### src/hdl/rcpg_pkg.sv
// Shared types, constants and the color wheel function for the rainbow cycle
// pixel generator. No dependencies.
`timescale 1ns / 1ps

package rcpg_pkg;

  localparam int MAX_PIXELS_DEF = 64;
  localparam int INSTANCES_DEF  = 10;

  localparam int INST_W     = 4;
  localparam int PIX_W      = 6;
  localparam int CH_W       = 8;
  localparam int RANGE_W    = 7;
  localparam int POS_W      = 11;
  localparam int CFG_IDX_W  = 3;
  localparam int CFG_DATA_W = 8;

  localparam logic [POS_W-1:0] WHEEL_TOP = 11'd1280;

  localparam logic [CFG_IDX_W-1:0] REG_START  = 3'd0;
  localparam logic [CFG_IDX_W-1:0] REG_END    = 3'd1;
  localparam logic [CFG_IDX_W-1:0] REG_BRIGHT = 3'd2;
  localparam logic [CFG_IDX_W-1:0] REG_SPEED  = 3'd3;
  localparam logic [CFG_IDX_W-1:0] REG_DIR    = 3'd4;

  // serial divider geometry
  localparam int DVD_W   = 16;
  localparam int DVS_W   = 8;
  localparam int RECIP_W = DVD_W + 1;
  localparam int PROD_W  = CH_W + RECIP_W;

  localparam logic [1:0] OP_STEP  = 2'd0;  // 256 / span
  localparam logic [1:0] OP_BASE  = 2'd1;  // start * 256 / span
  localparam logic [1:0] OP_RECIP = 2'd2;  // 65535 / divisor

  localparam logic [CH_W-1:0] HUE_SEG1 = 8'd85;
  localparam logic [CH_W-1:0] HUE_SEG2 = 8'd170;
  localparam logic [CH_W-1:0] CH_MAX   = 8'd255;
  localparam logic [9:0]      HUE_GAIN = 10'd3;

  typedef struct packed {
    logic [CH_W-1:0] r;
    logic [CH_W-1:0] g;
    logic [CH_W-1:0] b;
  } rgb_t;

  typedef struct packed {
    logic       load;
    logic       div_start;
    logic [1:0] div_op;
    logic       div_cap;
    logic       hue;
    logic       mul;
    logic       next;
    logic       upd;
  } rcpg_cmd_t;

  typedef struct packed {
    logic inst_ok;
    logic range_ok;
    logic div_done;
    logic last;
  } rcpg_sts_t;

  function automatic rgb_t hue_to_rgb(input logic [CH_W-1:0] h);
    logic [CH_W-1:0] hh;
    logic [9:0]      h3;
    rgb_t            c;
    if (h < HUE_SEG1) begin
      hh = h;
    end else if (h < HUE_SEG2) begin
      hh = h - HUE_SEG1;
    end else begin
      hh = h - HUE_SEG2;
    end
    h3 = 10'(hh) * HUE_GAIN;
    if (h < HUE_SEG1) begin
      c.r = h3[CH_W-1:0];
      c.g = CH_MAX - h3[CH_W-1:0];
      c.b = '0;
    end else if (h < HUE_SEG2) begin
      c.r = CH_MAX - h3[CH_W-1:0];
      c.g = '0;
      c.b = h3[CH_W-1:0];
    end else begin
      c.r = '0;
      c.g = h3[CH_W-1:0];
      c.b = CH_MAX - h3[CH_W-1:0];
    end
    return c;
  endfunction

endpackage

### src/hdl/rcpg_div.sv
// Restoring serial divider, one quotient bit per cycle.
// Depends on rcpg_pkg.
`timescale 1ns / 1ps

module rcpg_div
  import rcpg_pkg::*;
(
  input  logic             clk,
  input  logic             rst_n,
  input  logic             start,
  input  logic [DVD_W-1:0] dividend,
  input  logic [DVS_W-1:0] divisor,
  output logic             done,
  output logic [DVD_W-1:0] quotient,
  output logic [DVS_W-1:0] remainder
);

  localparam int CNT_W = $clog2(DVD_W);

  logic [DVD_W-1:0] q_r, q_nxt;
  logic [DVS_W-1:0] rem_r, rem_nxt;
  logic [DVS_W-1:0] dsr_r, dsr_nxt;
  logic [CNT_W-1:0] cnt_r, cnt_nxt;
  logic             busy_r, busy_nxt;
  logic             done_r, done_nxt;
  logic [DVS_W:0]   trial;
  logic [DVS_W:0]   diff;

  always_comb begin
    trial    = {rem_r, q_r[DVD_W-1]};
    diff     = trial - {1'b0, dsr_r};
    q_nxt    = q_r;
    rem_nxt  = rem_r;
    dsr_nxt  = dsr_r;
    cnt_nxt  = cnt_r;
    busy_nxt = busy_r;
    done_nxt = 1'b0;
    if (start) begin
      q_nxt    = dividend;
      rem_nxt  = '0;
      dsr_nxt  = divisor;
      cnt_nxt  = '0;
      busy_nxt = 1'b1;
    end else if (busy_r) begin
      if (!diff[DVS_W]) begin
        rem_nxt = diff[DVS_W-1:0];
        q_nxt   = {q_r[DVD_W-2:0], 1'b1};
      end else begin
        rem_nxt = trial[DVS_W-1:0];
        q_nxt   = {q_r[DVD_W-2:0], 1'b0};
      end
      cnt_nxt = cnt_r + 1'b1;
      if (cnt_r == CNT_W'(DVD_W - 1)) begin
        busy_nxt = 1'b0;
        done_nxt = 1'b1;
      end
    end
  end

  always_ff @(posedge clk) begin
    if (!rst_n) begin
      busy_r <= 1'b0;
      done_r <= 1'b0;
      cnt_r  <= '0;
    end else begin
      busy_r <= busy_nxt;
      done_r <= done_nxt;
      cnt_r  <= cnt_nxt;
    end
  end

  always_ff @(posedge clk) begin
    q_r   <= q_nxt;
    rem_r <= rem_nxt;
    dsr_r <= dsr_nxt;
  end

  assign done      = done_r;
  assign quotient  = q_r;
  assign remainder = rem_r;

endmodule

### src/hdl/rcpg_dp.sv
// Datapath: config registers, wheel positions, hue stepping, color decode
// and reciprocal scaling. Depends on rcpg_pkg and rcpg_div.
`timescale 1ns / 1ps

module rcpg_dp
  import rcpg_pkg::*;
#(
  parameter int MAX_PIXELS = MAX_PIXELS_DEF,
  parameter int INSTANCES  = INSTANCES_DEF
) (
  input  logic                  clk,
  input  logic                  rst_n,
  input  logic                  cfg_we,
  input  logic [CFG_IDX_W-1:0]  cfg_index,
  input  logic [CFG_DATA_W-1:0] cfg_data,
  input  logic [INST_W-1:0]     instance_req,
  input  rcpg_cmd_t             cmd,
  output rcpg_sts_t             sts,
  output logic [PIX_W-1:0]      pixel_index,
  output logic [CH_W-1:0]       red,
  output logic [CH_W-1:0]       green,
  output logic [CH_W-1:0]       blue
);

  localparam int IW = (INSTANCES > 1) ? $clog2(INSTANCES) : 1;
  localparam logic [RANGE_W-1:0] MAX_END = RANGE_W'(MAX_PIXELS);

  logic [RANGE_W-1:0] start_r, end_r;
  logic [CH_W-1:0]    bright_r, speed_r;
  logic               dir_r;
  logic [POS_W-1:0]   pos_r [INSTANCES];
  logic [INST_W-1:0]  inst_r;
  logic [RANGE_W-1:0] pix_r;
  logic [CH_W-1:0]    q_r, step_q_r;
  logic [RANGE_W-1:0] rem_r, step_rem_r;
  logic [RECIP_W-1:0] recip_r;
  rgb_t               rgb_r;
  logic [CH_W-1:0]    red_r, green_r, blue_r;

  logic [RANGE_W-1:0] end_eff, span;
  logic [CH_W-1:0]    div_eff;
  logic [IW-1:0]      idx;
  logic [POS_W-1:0]   pos_cur, pos_nxt;
  logic [POS_W:0]     pos_sum;
  logic [CH_W-1:0]    hue;
  logic [RANGE_W:0]   rem_sum;
  logic [PROD_W-1:0]  prod_r, prod_g, prod_b;
  logic [DVD_W-1:0]   dvd;
  logic [DVS_W-1:0]   dvs;
  logic               div_done;
  logic [DVD_W-1:0]   div_q;
  logic [DVS_W-1:0]   div_rem;

  always_comb begin
    end_eff = (end_r > MAX_END) ? MAX_END : end_r;
    span    = end_eff - start_r;
    div_eff = (bright_r == '0) ? CH_W'(1) : bright_r;
    idx     = inst_r[IW-1:0];
    pos_cur = pos_r[idx];
    hue     = q_r + pos_cur[CH_W-1:0];
    rem_sum = {1'b0, rem_r} + {1'b0, step_rem_r};
    pos_sum = {1'b0, pos_cur} + (POS_W+1)'(speed_r);
    if (dir_r) begin
      pos_nxt = (pos_sum > {1'b0, WHEEL_TOP}) ? '0 : pos_sum[POS_W-1:0];
    end else begin
      pos_nxt = (POS_W'(speed_r) > pos_cur) ? WHEEL_TOP : pos_cur - POS_W'(speed_r);
    end
    prod_r = PROD_W'(rgb_r.r) * PROD_W'(recip_r);
    prod_g = PROD_W'(rgb_r.g) * PROD_W'(recip_r);
    prod_b = PROD_W'(rgb_r.b) * PROD_W'(recip_r);
  end

  always_comb begin
    case (cmd.div_op)
      OP_STEP: begin
        dvd = DVD_W'(256);
        dvs = DVS_W'(span);
      end
      OP_BASE: begin
        dvd = DVD_W'({start_r, 8'd0});
        dvs = DVS_W'(span);
      end
      default: begin
        dvd = '1;
        dvs = div_eff;
      end
    endcase
  end

  rcpg_div u_div (
    .clk       (clk),
    .rst_n     (rst_n),
    .start     (cmd.div_start),
    .dividend  (dvd),
    .divisor   (dvs),
    .done      (div_done),
    .quotient  (div_q),
    .remainder (div_rem)
  );

  always_ff @(posedge clk) begin
    if (!rst_n) begin
      start_r  <= '0;
      end_r    <= RANGE_W'(64);
      bright_r <= CH_W'(1);
      speed_r  <= CH_W'(1);
      dir_r    <= 1'b1;
      for (int k = 0; k < INSTANCES; k++) begin
        pos_r[k] <= '0;
      end
    end else begin
      if (cfg_we) begin
        case (cfg_index)
          REG_START:  start_r  <= cfg_data[RANGE_W-1:0];
          REG_END:    end_r    <= cfg_data[RANGE_W-1:0];
          REG_BRIGHT: bright_r <= cfg_data;
          REG_SPEED:  speed_r  <= cfg_data;
          REG_DIR:    dir_r    <= cfg_data[0];
          default: ;
        endcase
      end
      if (cmd.upd) begin
        pos_r[idx] <= pos_nxt;
      end
    end
  end

  always_ff @(posedge clk) begin
    if (cmd.load) begin
      inst_r <= instance_req;
      pix_r  <= start_r;
    end
    if (cmd.div_cap) begin
      case (cmd.div_op)
        OP_STEP: begin
          step_q_r   <= div_q[CH_W-1:0];
          step_rem_r <= div_rem[RANGE_W-1:0];
        end
        OP_BASE: begin
          q_r   <= div_q[CH_W-1:0];
          rem_r <= div_rem[RANGE_W-1:0];
        end
        default: recip_r <= {1'b0, div_q} + RECIP_W'(1);
      endcase
    end
    if (cmd.hue) begin
      rgb_r <= hue_to_rgb(hue);
    end
    if (cmd.mul) begin
      red_r   <= prod_r[DVD_W+CH_W-1:DVD_W];
      green_r <= prod_g[DVD_W+CH_W-1:DVD_W];
      blue_r  <= prod_b[DVD_W+CH_W-1:DVD_W];
    end
    if (cmd.next) begin
      pix_r <= pix_r + 1'b1;
      if (rem_sum >= {1'b0, span}) begin
        rem_r <= RANGE_W'(rem_sum - {1'b0, span});
        q_r   <= q_r + step_q_r + 1'b1;
      end else begin
        rem_r <= rem_sum[RANGE_W-1:0];
        q_r   <= q_r + step_q_r;
      end
    end
  end

  assign sts.inst_ok  = ({1'b0, inst_r} < (INST_W+1)'(INSTANCES));
  assign sts.range_ok = (end_eff > start_r);
  assign sts.div_done = div_done;
  assign sts.last     = ((pix_r + 1'b1) == end_eff);

  assign pixel_index = pix_r[PIX_W-1:0];
  assign red         = red_r;
  assign green       = green_r;
  assign blue        = blue_r;

endmodule

### src/hdl/rcpg_ctrl.sv
// Frame sequencer: setup divisions, per-pixel decode/scale/output, position
// update. Depends on rcpg_pkg.
`timescale 1ns / 1ps

module rcpg_ctrl
  import rcpg_pkg::*;
(
  input  logic      clk,
  input  logic      rst_n,
  input  logic      in_tvalid,
  output logic      in_tready,
  output logic      out_tvalid,
  input  logic      out_tready,
  input  rcpg_sts_t sts,
  output rcpg_cmd_t cmd
);

  localparam logic [2:0] S_IDLE     = 3'd0;
  localparam logic [2:0] S_CHECK    = 3'd1;
  localparam logic [2:0] S_DIV_GO   = 3'd2;
  localparam logic [2:0] S_DIV_WAIT = 3'd3;
  localparam logic [2:0] S_HUE      = 3'd4;
  localparam logic [2:0] S_MUL      = 3'd5;
  localparam logic [2:0] S_OUT      = 3'd6;
  localparam logic [2:0] S_UPD      = 3'd7;

  logic [2:0] state_r, state_nxt;
  logic [1:0] op_r, op_nxt;

  always_comb begin
    state_nxt  = state_r;
    op_nxt     = op_r;
    cmd        = '0;
    cmd.div_op = op_r;
    in_tready  = 1'b0;
    out_tvalid = 1'b0;
    case (state_r)
      S_IDLE: begin
        in_tready = 1'b1;
        if (in_tvalid) begin
          cmd.load  = 1'b1;
          state_nxt = S_CHECK;
        end
      end
      S_CHECK: begin
        if (!sts.inst_ok) begin
          state_nxt = S_IDLE;
        end else if (!sts.range_ok) begin
          state_nxt = S_UPD;
        end else begin
          op_nxt    = OP_STEP;
          state_nxt = S_DIV_GO;
        end
      end
      S_DIV_GO: begin
        cmd.div_start = 1'b1;
        state_nxt     = S_DIV_WAIT;
      end
      S_DIV_WAIT: begin
        if (sts.div_done) begin
          cmd.div_cap = 1'b1;
          case (op_r)
            OP_STEP: begin
              op_nxt    = OP_BASE;
              state_nxt = S_DIV_GO;
            end
            OP_BASE: begin
              op_nxt    = OP_RECIP;
              state_nxt = S_DIV_GO;
            end
            default: state_nxt = S_HUE;
          endcase
        end
      end
      S_HUE: begin
        cmd.hue   = 1'b1;
        state_nxt = S_MUL;
      end
      S_MUL: begin
        cmd.mul   = 1'b1;
        state_nxt = S_OUT;
      end
      S_OUT: begin
        out_tvalid = 1'b1;
        if (out_tready) begin
          if (sts.last) begin
            state_nxt = S_UPD;
          end else begin
            cmd.next  = 1'b1;
            state_nxt = S_HUE;
          end
        end
      end
      S_UPD: begin
        cmd.upd   = 1'b1;
        state_nxt = S_IDLE;
      end
      default: state_nxt = S_IDLE;
    endcase
  end

  always_ff @(posedge clk) begin
    if (!rst_n) begin
      state_r <= S_IDLE;
      op_r    <= OP_STEP;
    end else begin
      state_r <= state_nxt;
      op_r    <= op_nxt;
    end
  end

  a_bad_inst_skips: assert property (@(posedge clk) disable iff (!rst_n)
    (state_r == S_CHECK && !sts.inst_ok) |=> (state_r == S_IDLE))
    else $error("out-of-range instance did not return to idle");

  a_last_updates: assert property (@(posedge clk) disable iff (!rst_n)
    (out_tvalid && out_tready && sts.last) |=> (state_r == S_UPD))
    else $error("last beat not followed by position update");

  a_recip_to_pixels: assert property (@(posedge clk) disable iff (!rst_n)
    (state_r == S_DIV_WAIT && sts.div_done && op_r == OP_RECIP) |=> (state_r == S_HUE))
    else $error("pixel loop did not start after setup divisions");

  a_next_not_last: assert property (@(posedge clk) disable iff (!rst_n)
    cmd.next |-> !sts.last)
    else $error("pixel counter advanced past frame end");

endmodule

### src/hdl/rainbow_cycle_pixel_generator_core.sv
// Top level of the rainbow cycle pixel generator: stream ports, config port.
// Depends on rcpg_pkg, rcpg_ctrl, rcpg_dp.
`timescale 1ns / 1ps

// Each input beat is a frame tick for one animation instance; the block then
// sends one output beat per pixel from start_pixel up to, but not including,
// the clamped end, with tlast on the final pixel, and afterwards steps that
// instance's wheel position. A frame runs through these steps in order: accept
// the tick, check the instance and range, three 16-step serial divisions (hue
// step, base hue, reciprocal of the brightness divisor), then for each pixel a
// color decode, the reciprocal multiply and the output beat, which waits for
// out_tready, and last the write of the wheel position. An out-of-range
// instance emits nothing; an empty pixel range only moves the wheel. One frame
// is processed at a time; the next tick is taken once that frame is finished.
module rainbow_cycle_pixel_generator_core
  import rcpg_pkg::*;
#(
  parameter int MAX_PIXELS = MAX_PIXELS_DEF,
  parameter int INSTANCES  = INSTANCES_DEF
) (
  input  logic                  clk,
  input  logic                  rst_n,
  input  logic                  in_tvalid,
  output logic                  in_tready,
  input  logic [7:0]            in_tdata,   // [3:0] instance_req
  output logic                  out_tvalid,
  input  logic                  out_tready,
  output logic [31:0]           out_tdata,  // [5:0] pixel_index, [13:6] red,
                                            // [21:14] green, [29:22] blue
  output logic                  out_tlast,  // last_pixel
  input  logic                  cfg_we,
  input  logic [CFG_IDX_W-1:0]  cfg_index,
  input  logic [CFG_DATA_W-1:0] cfg_data
);

  rcpg_cmd_t        cmd;
  rcpg_sts_t        sts;
  logic [PIX_W-1:0] pixel_index;
  logic [CH_W-1:0]  red, green, blue;

  rcpg_ctrl u_ctrl (
    .clk        (clk),
    .rst_n      (rst_n),
    .in_tvalid  (in_tvalid),
    .in_tready  (in_tready),
    .out_tvalid (out_tvalid),
    .out_tready (out_tready),
    .sts        (sts),
    .cmd        (cmd)
  );

  rcpg_dp #(
    .MAX_PIXELS (MAX_PIXELS),
    .INSTANCES  (INSTANCES)
  ) u_dp (
    .clk          (clk),
    .rst_n        (rst_n),
    .cfg_we       (cfg_we),
    .cfg_index    (cfg_index),
    .cfg_data     (cfg_data),
    .instance_req (in_tdata[INST_W-1:0]),
    .cmd          (cmd),
    .sts          (sts),
    .pixel_index  (pixel_index),
    .red          (red),
    .green        (green),
    .blue         (blue)
  );

  assign out_tdata = {2'b00, blue, green, red, pixel_index};
  assign out_tlast = sts.last;

endmodule
### config.mk
export PLATFORM = sky130hd
export DESIGN_NAME = rainbow_cycle_pixel_generator_core
export DESIGN_NICKNAME = d
export VERILOG_FILES = /design/src/hdl/rcpg_pkg.sv /design/src/hdl/rcpg_div.sv /design/src/hdl/rcpg_dp.sv /design/src/hdl/rcpg_ctrl.sv /design/src/hdl/rainbow_cycle_pixel_generator_core.sv
export SDC_FILE = /design/constraint.sdc
export NUM_CORES = 1
export LEC_CHECK = 0
export BUFFER_PORTS_ARGS = -buffer_cell sky130_fd_sc_hd__buf_4
export CORE_MARGIN = 3
export CORE_UTILIZATION = 46
export CTS_BUF_LIST = sky130_fd_sc_hd__clkbuf_8
export CTS_CLUSTER_DIAMETER = 100
export DETAILED_ROUTE_END_ITERATION = 7
export PLACE_DENSITY = 0.69
export SETUP_SLACK_MARGIN = 0.5
export SYNTH_ARGS = -nofsm -noshare
export SYNTH_HDL_FRONTEND = slang
export SYNTH_SLANG_ARGS = --single-unit
### constraint.sdc
create_clock -name clk -period 9.12 [get_ports clk]
set_input_delay 0.456 -clock clk [delete_from_list [all_inputs] [get_ports clk]]
set_output_delay 0.456 -clock clk [all_outputs]
set_load 0.01 [all_outputs]
* Yosys cells after proc, flatten, opt, wreduce, memory -nomap -nowiden *
Memories as Yosys holds them, arrays and structs flattened. A register that Yosys moved wholly into a read port is not among the register bits.
Index checks and enable logic that the tools add are counted.
Widths: inputs -> output; s select.

storage, ports and cells
  bits in registers = 180
  memories kept = 1
  RAM bits = 110
  word-level logic and storage cells = 166

memories
  memory      words  width  read ports  clocked after Yosys merged registers in  wr ports  line           text
  u_dp.pos_r  10     11     1           1                                        10        rcpg_dp.sv:31  logic [POS_W-1:0] pos_r [INSTANCES];

operators by class
  reductions and logical operators = 24
  add/sub/neg operators = 15
  equal/unequal tests = 20
  magnitude comparators = 8
  multiply operators = 4
  muxes and demuxes = 64
  bitwise gates (word level) = 3

operators with widths
  cell                   number
  $mul 8x17->24          3
  $mux 8                 8
  $mux 7                 9
  $mux 24                2
  $mux 11                4
  $mux 16                2
  $pmux 16 s2            1
  $pmux 3 s8             1
  $mux 1                 23
  $mux 3                 6
  $add 16x1->17 const B  1
  $add 8x8->8            2
  $reduce_and 2->1       8
  $eq 3x3->1 const B     5
  $sub 7x7->7            2
  $add 11x8->12          1
  $eq 3x2->1 const B     4
  $gt 12x11->1 const B   1
  $gt 8x11->1            1
  $reduce_or 11->1       1
  $sub 11x8->11          1
  $reduce_bool 2->1      5
  $sub 9x8->9            1
  $add 7x7->8            1
  other kinds (31)       45

* Longest topological paths before layout *
Gate-level depths: netlist of the first run.

  word-level depth = 9
  depth in mapped cells = 26
  gate-level depth less buffers = 22

* Cells and area by module *
A second synthesis of the first run with hierarchy kept.

unflattened totals
  cells, all modules = 2776
  area, all modules = 29423.2 µm²

by module, submodules not included
  module                              sequential area each (µm²)  cells an instance  area each (µm²)  times used
  rcpg_dp                             9168.8                      2563               27154.8          1
  rcpg_div                            1001.0                      162                1895.6           1
  rcpg_ctrl                           100.1                       48                 354.1            1
  rainbow_cycle_pixel_generator_core  0.0                         3                  18.8             1

* Worst setup path before layout of the first run *
OpenSTA, ideal clock, no wires.

  path kind = reg-to-reg
  start = register with a tool-made name
  end = register u_dp.rgb_r[7] (netlist bit) (data pin)
  slack = 1.642 ns
  data required time = 8.865 ns
  clock period less this slack = 7.478 ns
  library setup time = 0.255 ns
  cell stages (with the launch flop) = 26
  arrival = 7.222 ns
  cells stage by stage = dfxtp_1 > clkbuf_1 > clkbuf_1 > buf_1 > mux4_2 > mux4_2 > ha_1 > fa_1 > a211o_1 > and3_1 > clkbuf_1 > o311ai_1 > a21oi_1 > or3_1 > buf_6 > clkbuf_1 > o21ai_0 > nand2_1 > xnor2_1 > ha_1 > or2_2 > a21oi_1 > a31oi_2 > xnor2_1 > nand2_1 > and3_1

RTL lines
  element                 line            text
  end signal: assignment  rcpg_dp.sv:147  rgb_r <= hue_to_rgb(hue);
  end: declaration        rcpg_dp.sv:37   rgb_t rgb_r;

==> flow_metrics.py, run 1 <==
metrics = {
    "yosys": {
        "postSynthAreaPerCell_um2": 10.5,
        "synth_edf_count": 306,
        "synthTopCellsByArea": "edfxtp_1 31%, fa_1 19%, ha_1 8.2%",
        "yosysTopAreaCell": "edfxtp_1",
        "synth.most_common_cell": "inv_1",
        "synthArstFlopShare_pct": 0,
        "synth_seq_cells": 360,
        "syn_inst": 2790,
        "ys_seq_area_share_pct": 35.1,
        "synthSimpleGateAreaFrac_pct": 15.6,
        "synth.distinct_cells": 74,
        "synthAdderAreaFrac_pct": 26.9,
        "synth_top_family_by_area": "adder cells",
        "yosys-top-cells-count": "368 x inv_1, 314 x nand2_1, 306 x edfxtp_1, 272 x fa_1, 223 x and2_1",
        "synth-xor-area-share_pct": 3.41,
        "synthMuxAreaShare_pct": 6.04,
        "ys.flop_type": "edfxtp_1",
        "syn_area_um2": 29300,
        "synth_compound_area_share_pct": 6.36,
        "yosys.area.top_type_share_pct": 31.4,
        "yosysWarnings": 0,
    },
    "power": {
        "finalPower_mw": 5.88,
        "internal_power_mw": 3.76,
        "combPwrFrac_pct": 40.9,
        "p_seq_share_pct": 35.7,
        "power_density_nw_per_um2": 186,
        "clkPwrFrac_pct": 23.4,
        "switching_share_pct": 36.1,
        "power_leakage_nw": 13.2,
        "p_sw_mw": 2.12,
        "peakVddDrop_v": 0.000295,
    },
    "sta": {
        "rsz0062_at_grt": "false",
        "final_max_slew_viol_count": 0,
        "skew_ns": 0.0437,
        "period_minus_slack_ns": 7.50,
        "hold_viol": 0,
        "max-slew-margin-rel_pct": 15.7,
        "fin_crit_sh_pct": 82.2,
        "fmax_mhz": 133,
        "worst_slew_pin_slew_ns": 1.26,
        "tns_ns": 0,
        "setup_viol": 0,
    },
    "detailed_routing": {
        "vias": 20080,
        "drt_iter0_drc": 1262,
        "ant_nets": 0,
        "wl_mm": 65.3,
        "first_pass_iters": 5,
        "wire_per_inst_um": 17.7,
        "viasPerCell": 5.45,
        "remaining_drc_errors": 0,
    },
    "critical_path": {
        "rrSetupSlack_ns": 1.62,
        "crit_family": "compound AO/OA/AOI/OAI gates",
        "start_kind": "flip-flop",
        "end_kind": "flip-flop",
        "cp.required_ns": 9.53,
        "crit_fanout": 31,
        "cpMostUsedCell": "ha_1",
        "crit_type": "flip-flop to flip-flop",
        "slowest_delay_ns": 1.01,
        "path_cells": "mux4_2 > mux4_2 > ha_1 > fa_1 > a211o_1 > and3_1 > o311ai_1 > a21oi_1 > or3_1 > nand2_1 > xnor2_1 > ha_1 > ha_1 > inv_1 > a2111o_1 > a31oi_2 > xnor2_1 > nand2_1 > and3_1",
        "cp-endpoint": "u_dp.rgb_r[7]$_SDFFCE_PP0P_",
        "crit_cells": 19,
        "worst-endpoint-arrival_ns": 7.91,
        "cp_num_buf_inv": 1,
        "rr_worst_depth": 19,
        "r2r-end": "u_dp.rgb_r[7]$_SDFFCE_PP0P_",
        "cp_slowest_cell": "dfxtp_2",
    },
    "cts": {
        "clock_latency_ns": 0.67,
        "cts_max_level": 2,
        "cts.clk_slew.worst_paths_ns": 0.07,
        "root_buffer": "clkbuf_8",
        "post_cts_buffers": 0,
        "cts_tree": "yes",
        "cts_buffers": 58,
        "cts_sinks": 360,
        "clockBufferDepth": 3,
    },
    "global_route": {
        "gr-total-overflow": 0,
        "grt_max_degree": 71,
        "grt_pass1_wl_mm": 109,
        "grt_pass1_vias": 21399,
        "grtUsageTotal_pct": 20.1,
        "antenna_found_initial": 1,
    },
    "place": {
        "post_dp_cell_area_um2": 30400,
        "dp_hpwl_mm": 46.7,
        "io_buffers": 52,
        "gp_congestion": 0.865,
    },
    "run_status": {
        "outcome": "complete, no violations",
    },
    "finish": {
        "syn_to_final_growth_pct": 7.94,
        "design_area_um2": 31600,
        "drive_above_1_share_pct": 8.30,
        "finalNetCount": 3291,
    },
    "floorplan": {
        "start_util_pct": 47.0,
        "core_area_um2": 62300,
        "row_count": 91,
        "chipHeight_um": 258,
        "ios": 59,
        "dieArea_um2": 66700,
        "die_w_um": 258,
    },
    "worst_hold_path": {
        "hp-class": "input port to flip-flop",
    },
    "run": {
        "drv_cap": 0,
    },
}
## sequential cells by signal (all words and copies together) (netlist names), 7 cells and up, named ones only
register	flops
u_dp.blue	8
u_dp.step_q_r	8
u_dp.u_div.dsr_r	8
u_dp.end_r	7
u_dp.q_r	8
u_dp.start_r	7
u_dp.pix_r	7
u_dp.step_rem_r	7
u_dp.rem_r	7
u_dp.rgb_r	24
u_dp.u_div.remainder	8
u_dp.recip_r	17
u_dp.pos_r	176
u_dp.red	8
u_dp.u_div.quotient	16
u_dp.speed_r	8
u_dp.green	8
u_dp.bright_r	8
## cells in the final DEF (no fill, tap or decap), drive strengths merged, types with 14 or more instances in the layout
master    n
inv     384
nand2   314
edfxtp  306
fa      272
and2    224
ha      193
nor2    161
a21oi    90
buf      84
nor3     84
o21ai    81
xnor2    72
clkbuf   58
mux4     54
dfxtp    54
mux2i    46
xor2     41
nand3    39
a21o     37
clkinv   26
nor2b    23
nand2b   20
o21a     16
and3     15
nand4    14
## layout make-up
cell class	instances	area (um2)
clock inverter	45	327
antenna	1	2.50
tap	837	1050
inverter	371	1390
timing repair buffer	88	671
clock buffer	58	798
multi-input combinational	1923	17100
sequential	360	10300
fill	5533	30700
## through the flow
step                      hold slack [ns]  worst slack [ns]  util (%)  instances
final                              0.0655              1.62      50.7       3683
after global routing               0.0475              1.15      50.7       3683
after CTS                          0.0238              1.65      50.7       3682
after detailed placement            0.465              1.66      48.9       3575
after global placement              0.462              1.71      48.9       3575
after floorplan                     0.442              1.64         -       2791
## kinds of logic (layout without fill, tap and decap cells)
group	count (synthesis)	after routing
AND/OR/NAND/NOR	935	935
buffers and inverters	508	562
adder cells (fa/ha/maj)	465	465
flip-flops	360	360
AO/OA/AOI/OAI	300	300
XOR/XNOR	113	113
multiplexers	108	108
other	1	3
## worst min-delay path by stage
| stage | start | to | depth (start not counted) |
|---|---|---|---|
| 6_report | cfg_data[7] | u_dp.speed_r[7]$_SDFFE_PN0P_ | 3 |
| 3_5_place_dp | u_dp.bright_r[3]$_SDFFE_PN0P_ | u_dp.bright_r[3]$_SDFFE_PN0P_ | 2 |
| 4_1_cts | cfg_data[7] | u_dp.speed_r[7]$_SDFFE_PN0P_ | 3 |
| 5_1_grt | cfg_data[7] | u_dp.speed_r[7]$_SDFFE_PN0P_ | 3 |
| 3_3_place_gp | u_dp.bright_r[5]$_SDFFE_PN0P_ | u_dp.bright_r[5]$_SDFFE_PN0P_ | 2 |
| 2_1_floorplan | u_dp.bright_r[0]$_SDFFE_PN1P_ | u_dp.bright_r[0]$_SDFFE_PN1P_ | 2 |
## metal layers
layer,routed length (um),global-route usage [%],vias to the layer above
li1,-,-,9298
met1,27400,25.9,10099
met2,32900,35.6,592
met3,3590,2.78,91
met4,1360,5.78,0
met5,0,0,-
## worst reg2reg max path: stages (launching register included)
cell and delay (ns):
dfxtp_2 1.01, mux4_2 0.67, mux4_2 0.55, ha_1 0.25, fa_1 0.45, a211o_1 0.35
and3_1 0.24, o311ai_1 0.69, a21oi_1 0.22, or3_1 0.65, nand2_1 0.45, xnor2_1 0.18
ha_1 0.20, ha_1 0.20, inv_1 0.05, a2111o_1 0.38, a31oi_2 0.17, xnor2_1 0.22
nand2_1 0.11, and3_1 0.20
## power by group through the flow
| stage | logic (mW) | clock network, mW | registers, mW |
|---|---|---|---|
| floorplan | 1.96 | 0 | 2.06 |
| global route | 2.69 | 1.49 | 2.11 |
| finish | 2.41 | 1.38 | 2.10 |
| detailed placement | 2.38 | 0 | 2.13 |
| CTS | 2.41 | 1.42 | 2.10 |
| global placement | 2.32 | 0 | 2.13 |
## what timing repair did
action,CTS,global route
hold buffers,4,0
endpoints found under the hold margin,8,0
setup endpoints to repair,0,0
gates resized for setup,0,0
No activity file was read; power rests on OpenSTA's default activity.
==> run 2, diff against run 1 <==
--- a/config.mk
+++ b/config.mk
@@ -5,13 +5,14 @@
 export SDC_FILE = /design/constraint.sdc
 export NUM_CORES = 1
 export LEC_CHECK = 0
+export ABC_AREA = 1
 export BUFFER_PORTS_ARGS = -buffer_cell sky130_fd_sc_hd__buf_4
 export CORE_MARGIN = 3
 export CORE_UTILIZATION = 46
 export CTS_BUF_LIST = sky130_fd_sc_hd__clkbuf_8
 export CTS_CLUSTER_DIAMETER = 100
 export DETAILED_ROUTE_END_ITERATION = 7
-export PLACE_DENSITY = 0.69
+export PLACE_DENSITY = 0.68
 export SETUP_SLACK_MARGIN = 0.5
 export SYNTH_ARGS = -nofsm -noshare
 export SYNTH_HDL_FRONTEND = slang
==> constraint.sdc (replaced) <==
create_clock -name clk -period 6.9 [get_ports clk]
set_input_delay 0.345 -clock clk [delete_from_list [all_inputs] [get_ports clk]]
set_output_delay 0.345 -clock clk [all_outputs]
set_load 0.01 [all_outputs]
==> run 2 against run 1 <==
Compared with the run above: via count grew 13%; design area up 3.2%; sequential power rose by 27%; register-to-register slack got worse by 0.59 ns; synthesized area is 2.9% higher; power grew 31%; first-iteration DRC count increased by 30%; synthesized cell count increased by 25%; clock skew grew 0.020 ns; critical endpoint is now u_dp.rgb_r[15]$_DFFE_PP_.
==> flow_metrics.py, run 2 <==
metrics = {
    "critical_path": {
        "cpMostUsedCell": "nand2_1",
        "worst-endpoint-arrival_ns": 6.24,
        "crit_fanout": 88,
        "slowest_delay_ns": 0.46,
        "crit_type": "flip-flop to flip-flop",
        "start_kind": "flip-flop",
        "cp_slowest_cell": "fa_1",
        "end_kind": "flip-flop",
        "cp.required_ns": 7.28,
    },
    "detailed_routing": {
        "first_pass_iters": 6,
        "wl_mm": 71.3,
        "wire_per_inst_um": 16.2,
        "ant_nets": 0,
        "vias": 22765,
        "viasPerCell": 5.17,
        "drt_iter0_drc": 1641,
        "remaining_drc_errors": 0,
    },
    "global_route": {
        "grtUsageTotal_pct": 21.3,
        "antenna_found_initial": 1,
        "grt_pass1_wl_mm": 117,
        "grt_max_degree": 89,
        "gr-total-overflow": 0,
        "grt_pass1_vias": 23106,
    },
    "yosys": {
        "yosys.area.top_type_share_pct": 30.5,
        "postSynthAreaPerCell_um2": 8.63,
        "yosysWarnings": 0,
        "ys_seq_area_share_pct": 34.1,
        "synth_seq_cells": 360,
        "synthTopCellsByArea": "edfxtp_1 30%, fa_1 18%, inv_1 9.2%",
        "syn_inst": 3492,
        "yosysTopAreaCell": "edfxtp_1",
        "synthArstFlopShare_pct": 0,
        "syn_area_um2": 30100,
        "synth_edf_count": 306,
        "synth.most_common_cell": "inv_1",
        "synth.distinct_cells": 60,
        "ys.flop_type": "edfxtp_1",
        "yosys-top-cells-count": "739 x inv_1, 702 x nand2_1, 306 x edfxtp_1, 288 x nor2_1, 272 x fa_1",
    },
    "run": {
        "drv_cap": 0,
    },
    "power": {
        "power_leakage_nw": 15.9,
        "finalPower_mw": 7.71,
        "peakVddDrop_v": 0.000312,
        "power_density_nw_per_um2": 236,
    },
    "floorplan": {
        "dieArea_um2": 68600,
        "row_count": 93,
        "start_util_pct": 46.7,
        "chipHeight_um": 262,
        "die_w_um": 262,
        "ios": 59,
        "core_area_um2": 64600,
    },
    "finish": {
        "largest_reg_flops": 176,
        "syn_to_final_growth_pct": 8.23,
        "finalNetCount": 3993,
        "layout_commonest_cell": "inv_1",
        "largestRegisters": "u_dp.pos_r: 176 flops, u_dp.rgb_r: 24 flops, u_dp.recip_r: 17 flops",
        "fin_util_pct": 50.5,
        "drive_above_1_share_pct": 6.20,
        "final_cell_mix": "758 x inv_1, 702 x nand2_1, 306 x edfxtp_1",
        "top_register": "u_dp.pos_r",
    },
    "cts": {
        "root_buffer": "clkbuf_8",
        "cts_tree": "yes",
        "cts_sinks": 360,
        "clock_latency_ns": 0.68,
        "cts_max_level": 2,
        "cts_buffers": 61,
        "clockBufferDepth": 3,
        "cts.clk_slew.worst_paths_ns": 0.06,
    },
    "sta": {
        "period_minus_slack_ns": 5.87,
        "max-slew-margin-rel_pct": 31.5,
        "tns_ns": 0,
        "hold_viol": 0,
        "rsz0062_at_grt": "false",
        "worst_slew_pin_slew_ns": 1.03,
        "fin_crit_sh_pct": 85.0,
        "setup_viol": 0,
        "final_max_slew_viol_count": 0,
        "fmax_mhz": 170,
        "whs_ns": 0.0966,
        "skew_ns": 0.0639,
    },
    "place": {
        "gp_congestion": 0.861,
        "dp_hpwl_mm": 51.2,
        "io_buffers": 52,
    },
    "run_status": {
        "outcome": "complete, no violations",
    },
    "worst_hold_path": {
        "hp-class": "input port to flip-flop",
    },
}
-- run 2: changes by cell type after synthesis, sizes merged, moves of 45 or more --
cell,change
a21oi,+45
and2,-221
inv,+377
mux2i,-46
mux4,-54
nand2,+399
nand3,+45
nor2,+130
nor3,-50
o21ai,+135
-- run 2: worst paths after layout --
kind | start | end | slack (ns) | cells past startpoint
worst max-delay path | flip-flop | u_dp.rgb_r[15]$_DFFE_PP_ | 1.03 | 27
worst min-delay path | out_tready | u_ctrl.state_r[1]$_SDFFE_PN0P_ | 0.1 | 4
worst max register to register | flip-flop | u_dp.rgb_r[15]$_DFFE_PP_ | 1.03 | 27
worst min register to register | u_dp.bright_r[7]$_SDFFE_PN0P_ | u_dp.bright_r[7]$_SDFFE_PN0P_ | 0.48 | 2
-- run 2: timing repair --
action | CTS | global route
setup buffers | 0 | 0
setup endpoints to repair | 0 | 3
endpoints found under the hold margin | 34 | 0
gates resized for setup | 0 | 2
hold buffers | 16 | 0
-- run 2: power by group --
group | switching (mW) | internal (mW)
sequential | 0.0721 | 2.59
combinational | 2.00 | 1.13
clock | 0.906 | 1.00
-- run 2: cell families after synthesis --
kind of cell | after synthesis | synth area share [%]
other | 1 | 0.0124
xor gates and xnor gates | 111 | 3.28
adders and majority gates | 465 | 26.1
and+or+nand+nor | 1165 | 15.7
AOI/OAI and AO/OA | 482 | 9.26
DFF | 360 | 34.1
buffers and inverters | 908 | 11.6
-- run 2: per-stage QoR --
step           std cells  instance area [um2]  worst slack [ns]
3_5_place_dp        4280                31300              1.06
6_report            4406                32600              1.03
2_1_floorplan       3493                30100              1.57
4_1_cts             4405                32600             0.998
3_3_place_gp        4280                31300              1.10
5_1_grt             4406                32600             0.482
-- run 2: layout make-up --
| cell class | instances | area, um2 |
|---|---|---|
| Antenna cell | 1 | 2.50 |
| Clock buffer | 63 | 867 |
| Clock inverter | 46 | 324 |
| Fill cell | 5982 | 32000 |
| Inverter | 749 | 2820 |
| Multi-Input combinational cell | 2225 | 16400 |
| Sequential cell | 360 | 10300 |
| Tap cell | 855 | 1070 |
| Timing Repair Buffer | 107 | 856 |
-- run 2: routing by layer --
metal	GRT usage [%]	up-vias	part of all wire (%)
li1	-	10998	-
met1	27.6	10988	43
met2	37.0	635	49
met3	2.60	144	5.1
met4	7.30	0	3.3
met5	0	-	0
-- run 2: critical path, delay by kind of cell, from the launching register on --
kind / cells / cell delay [ns]
adders and majority gates: 3 / 1.06
buffers and inverters: 3 / 0.65
and+or+nand+nor: 11 / 1.30
AOI/OAI and AO/OA: 8 / 1.56
xor gates and xnor gates: 2 / 0.53
DFF: 1 / 0.39
==> run 3, diff against run 2 <==
==> constraint.sdc (replaced) <==
create_clock -name clk -period 6.9 [get_ports clk]
set_input_delay 0.69 -clock clk [delete_from_list [all_inputs] [get_ports clk]]
set_output_delay 0.69 -clock clk [all_outputs]
set_load 0.01 [all_outputs]
==> run 3 against run 2 <==
Compared with the run above: hold slack gained 0.12 ns; critical endpoint unchanged; largest cell class unchanged; first-iteration DRC count shrank 12%; global-route usage decreased by 0.15 points; via count shrank 1.2%; cell count is 0.25% lower; combinational power barely moved.
==> flow_metrics.py, run 3 (synthesis gave the netlist of run 2 again) <==
metrics = {
    "run_status": {
        "outcome": "complete, no violations",
    },
    "worst_hold_path": {
        "holdPathStages": 1,
        "hp-start": "in_tdata[3]",
        "hp-class": "input port to flip-flop",
    },
    "cts": {
        "post_cts_buffers": 0,
        "cts_tree": "yes",
        "postCtsHoldBufs": 0,
        "clock_latency_ns": 0.67,
        "cts_sinks": 360,
        "cts_buffers": 60,
        "cts_max_level": 2,
        "root_buffer": "clkbuf_8",
        "clockBufferDepth": 3,
        "post_cts_resized": 0,
        "cts.clk_slew.worst_paths_ns": 0.06,
    },
    "global_route": {
        "grt_pass1_vias": 22769,
        "grtUsageTotal_pct": 21.1,
        "grt_max_degree": 89,
        "antenna_found_initial": 1,
        "grt_pass1_wl_mm": 117,
        "gr-total-overflow": 0,
    },
    "finish": {
        "final_cell_mix": "763 x inv_1, 702 x nand2_1, 306 x edfxtp_1",
        "syn_to_final_growth_pct": 7.55,
        "n_fill_cell": 6120,
        "fin_util_pct": 50.2,
        "finalNetCount": 3978,
        "top_register": "u_dp.pos_r",
        "drive_above_1_share_pct": 6.05,
        "largest_reg_flops": 176,
        "largestRegisters": "u_dp.pos_r: 176 flops, u_dp.rgb_r: 24 flops, u_dp.recip_r: 17 flops",
        "finalNonFillerCells": 4395,
        "layout_commonest_cell": "inv_1",
    },
    "place": {
        "gp_congestion": 0.867,
        "place_inst": 4282,
        "dp_hpwl_mm": 50.9,
        "pre_cts_ws_ns": 0.915,
        "io_buffers": 52,
    },
    "sta": {
        "skew_ns": 0.0568,
        "setup_viol": 0,
        "fin_crit_sh_pct": 85.4,
        "hold_viol": 0,
        "final_max_slew_viol_count": 0,
        "max-slew-margin-rel_pct": 32.5,
        "fmax_mhz": 170,
        "fin_ws_ns": 1.01,
        "rsz0062_at_grt": "false",
        "tns_ns": 0,
        "period_minus_slack_ns": 5.89,
        "worst_slew_pin_slew_ns": 1.01,
    },
    "floorplan": {
        "ios": 59,
        "row_count": 93,
        "start_util_pct": 46.7,
        "dieArea_um2": 68600,
        "chipHeight_um": 262,
        "core_area_um2": 64600,
        "die_w_um": 262,
    },
    "critical_path": {
        "crit_type": "flip-flop to flip-flop",
        "rrSetupSlack_ns": 1.01,
        "cp.required_ns": 7.28,
        "start_kind": "flip-flop",
        "r2r-end": "u_dp.rgb_r[15]$_DFFE_PP_",
        "worst-endpoint-arrival_ns": 6.27,
        "crit_fanout": 21,
        "rr_worst_depth": 24,
        "end_kind": "flip-flop",
        "cp-endpoint": "u_dp.rgb_r[15]$_DFFE_PP_",
    },
    "power": {
        "finalPower_mw": 7.63,
        "power_density_nw_per_um2": 235,
        "peakVddDrop_v": 0.000343,
        "power_leakage_nw": 15.8,
    },
    "detailed_routing": {
        "remaining_drc_errors": 0,
        "drt_iter0_drc": 1449,
        "wl_mm": 70.3,
        "dr.max_layer_used": "met4",
        "wl_met2_mm": 33.7,
        "first_pass_iters": 5,
        "wl_met3_mm": 3.55,
        "wl_met1_mm": 30.6,
        "viasPerCell": 5.12,
        "ant_nets": 0,
        "vias": 22493,
        "wire_per_inst_um": 16.0,
    },
    "run": {
        "drv_cap": 0,
    },
}
-- run 3: cell count changes in the layout (fill, tap and decap cells not counted), moves of 2 or more --
cell / previous run / this run
inv_8: 0 / 2
dlygate4sd3_1: 16 / 0
inv_12: 2 / 0
buf_4: 90 / 92
clkinv_1: 14 / 19
clkinv_2: 8 / 5
inv_1: 758 / 763
clkinvlp_4: 3 / 1
-- run 3: final cells by class --
type	count	area, um2	area share (%)
clock inverter	50	288	0.888
clock buffer	62	853	2.63
multi-input combinational	2225	16400	50.6
sequential	360	10300	31.7
timing repair buffer	93	702	2.17
inverter	749	2820	8.69
tap	855	1070	3.30
antenna	1	2.50	0.00772
-- run 3: critical path: stages, from the launching register on --
cell and delay, ns:
dfxtp_1 0.89, o221ai_1 0.32, o211ai_1 0.21, nand2_1 0.18, ha_1 0.25, fa_1 0.58
inv_1 0.12, ha_1 0.21, or2_1 0.24, nand2_1 0.09, nand2_1 0.06, nand2_2 0.09
nand2_2 0.07, nand3_2 0.33, o21ai_0 0.16, a31oi_1 0.20, xor2_1 0.22, ha_1 0.34
a21oi_1 0.27, nor2_1 0.06, a211oi_1 0.24, nand3b_1 0.15, nand2_2 0.12, nand2_1 0.07
o21a_1 0.13
-- run 3: per-layer routing --
| layer | vias to the layer above | global-route usage, % |
|---|---|---|
| met5 | - | 0 |
| met4 | 0 | 7.67 |
| met3 | 140 | 2.40 |
| met2 | 589 | 36.3 |
| met1 | 10789 | 27.7 |
| li1 | 10975 | - |
-- run 3: worst min-delay path by stage --
| stage | end |
|---|---|
| floorplan | u_dp.bright_r[7]$_SDFFE_PN0P_ |
| global placement | u_dp.bright_r[7]$_SDFFE_PN0P_ |
| detailed placement | u_dp.bright_r[7]$_SDFFE_PN0P_ |
| CTS | u_dp.idx[0]$_DFFE_PP_ |
| global route | u_dp.idx[3]$_DFFE_PP_ |
| finish | u_dp.idx[3]$_DFFE_PP_ |
-- run 3: power by group --
group	total, mW	internal (mW)	switching, mW
clock network	1.84	0.945	0.894
logic	3.12	1.12	2.00
registers	2.66	2.59	0.0731
total	7.63	4.66	2.97
-- run 3: stage by stage --
stage | hold WS, ns | instance area [um2]
5_1_grt | 0.184 | 32400
4_1_cts | 0.173 | 32400
2_1_floorplan | 0.445 | 30100
6_report | 0.215 | 32400
3_3_place_gp | 0.465 | 31300
3_5_place_dp | 0.470 | 31300
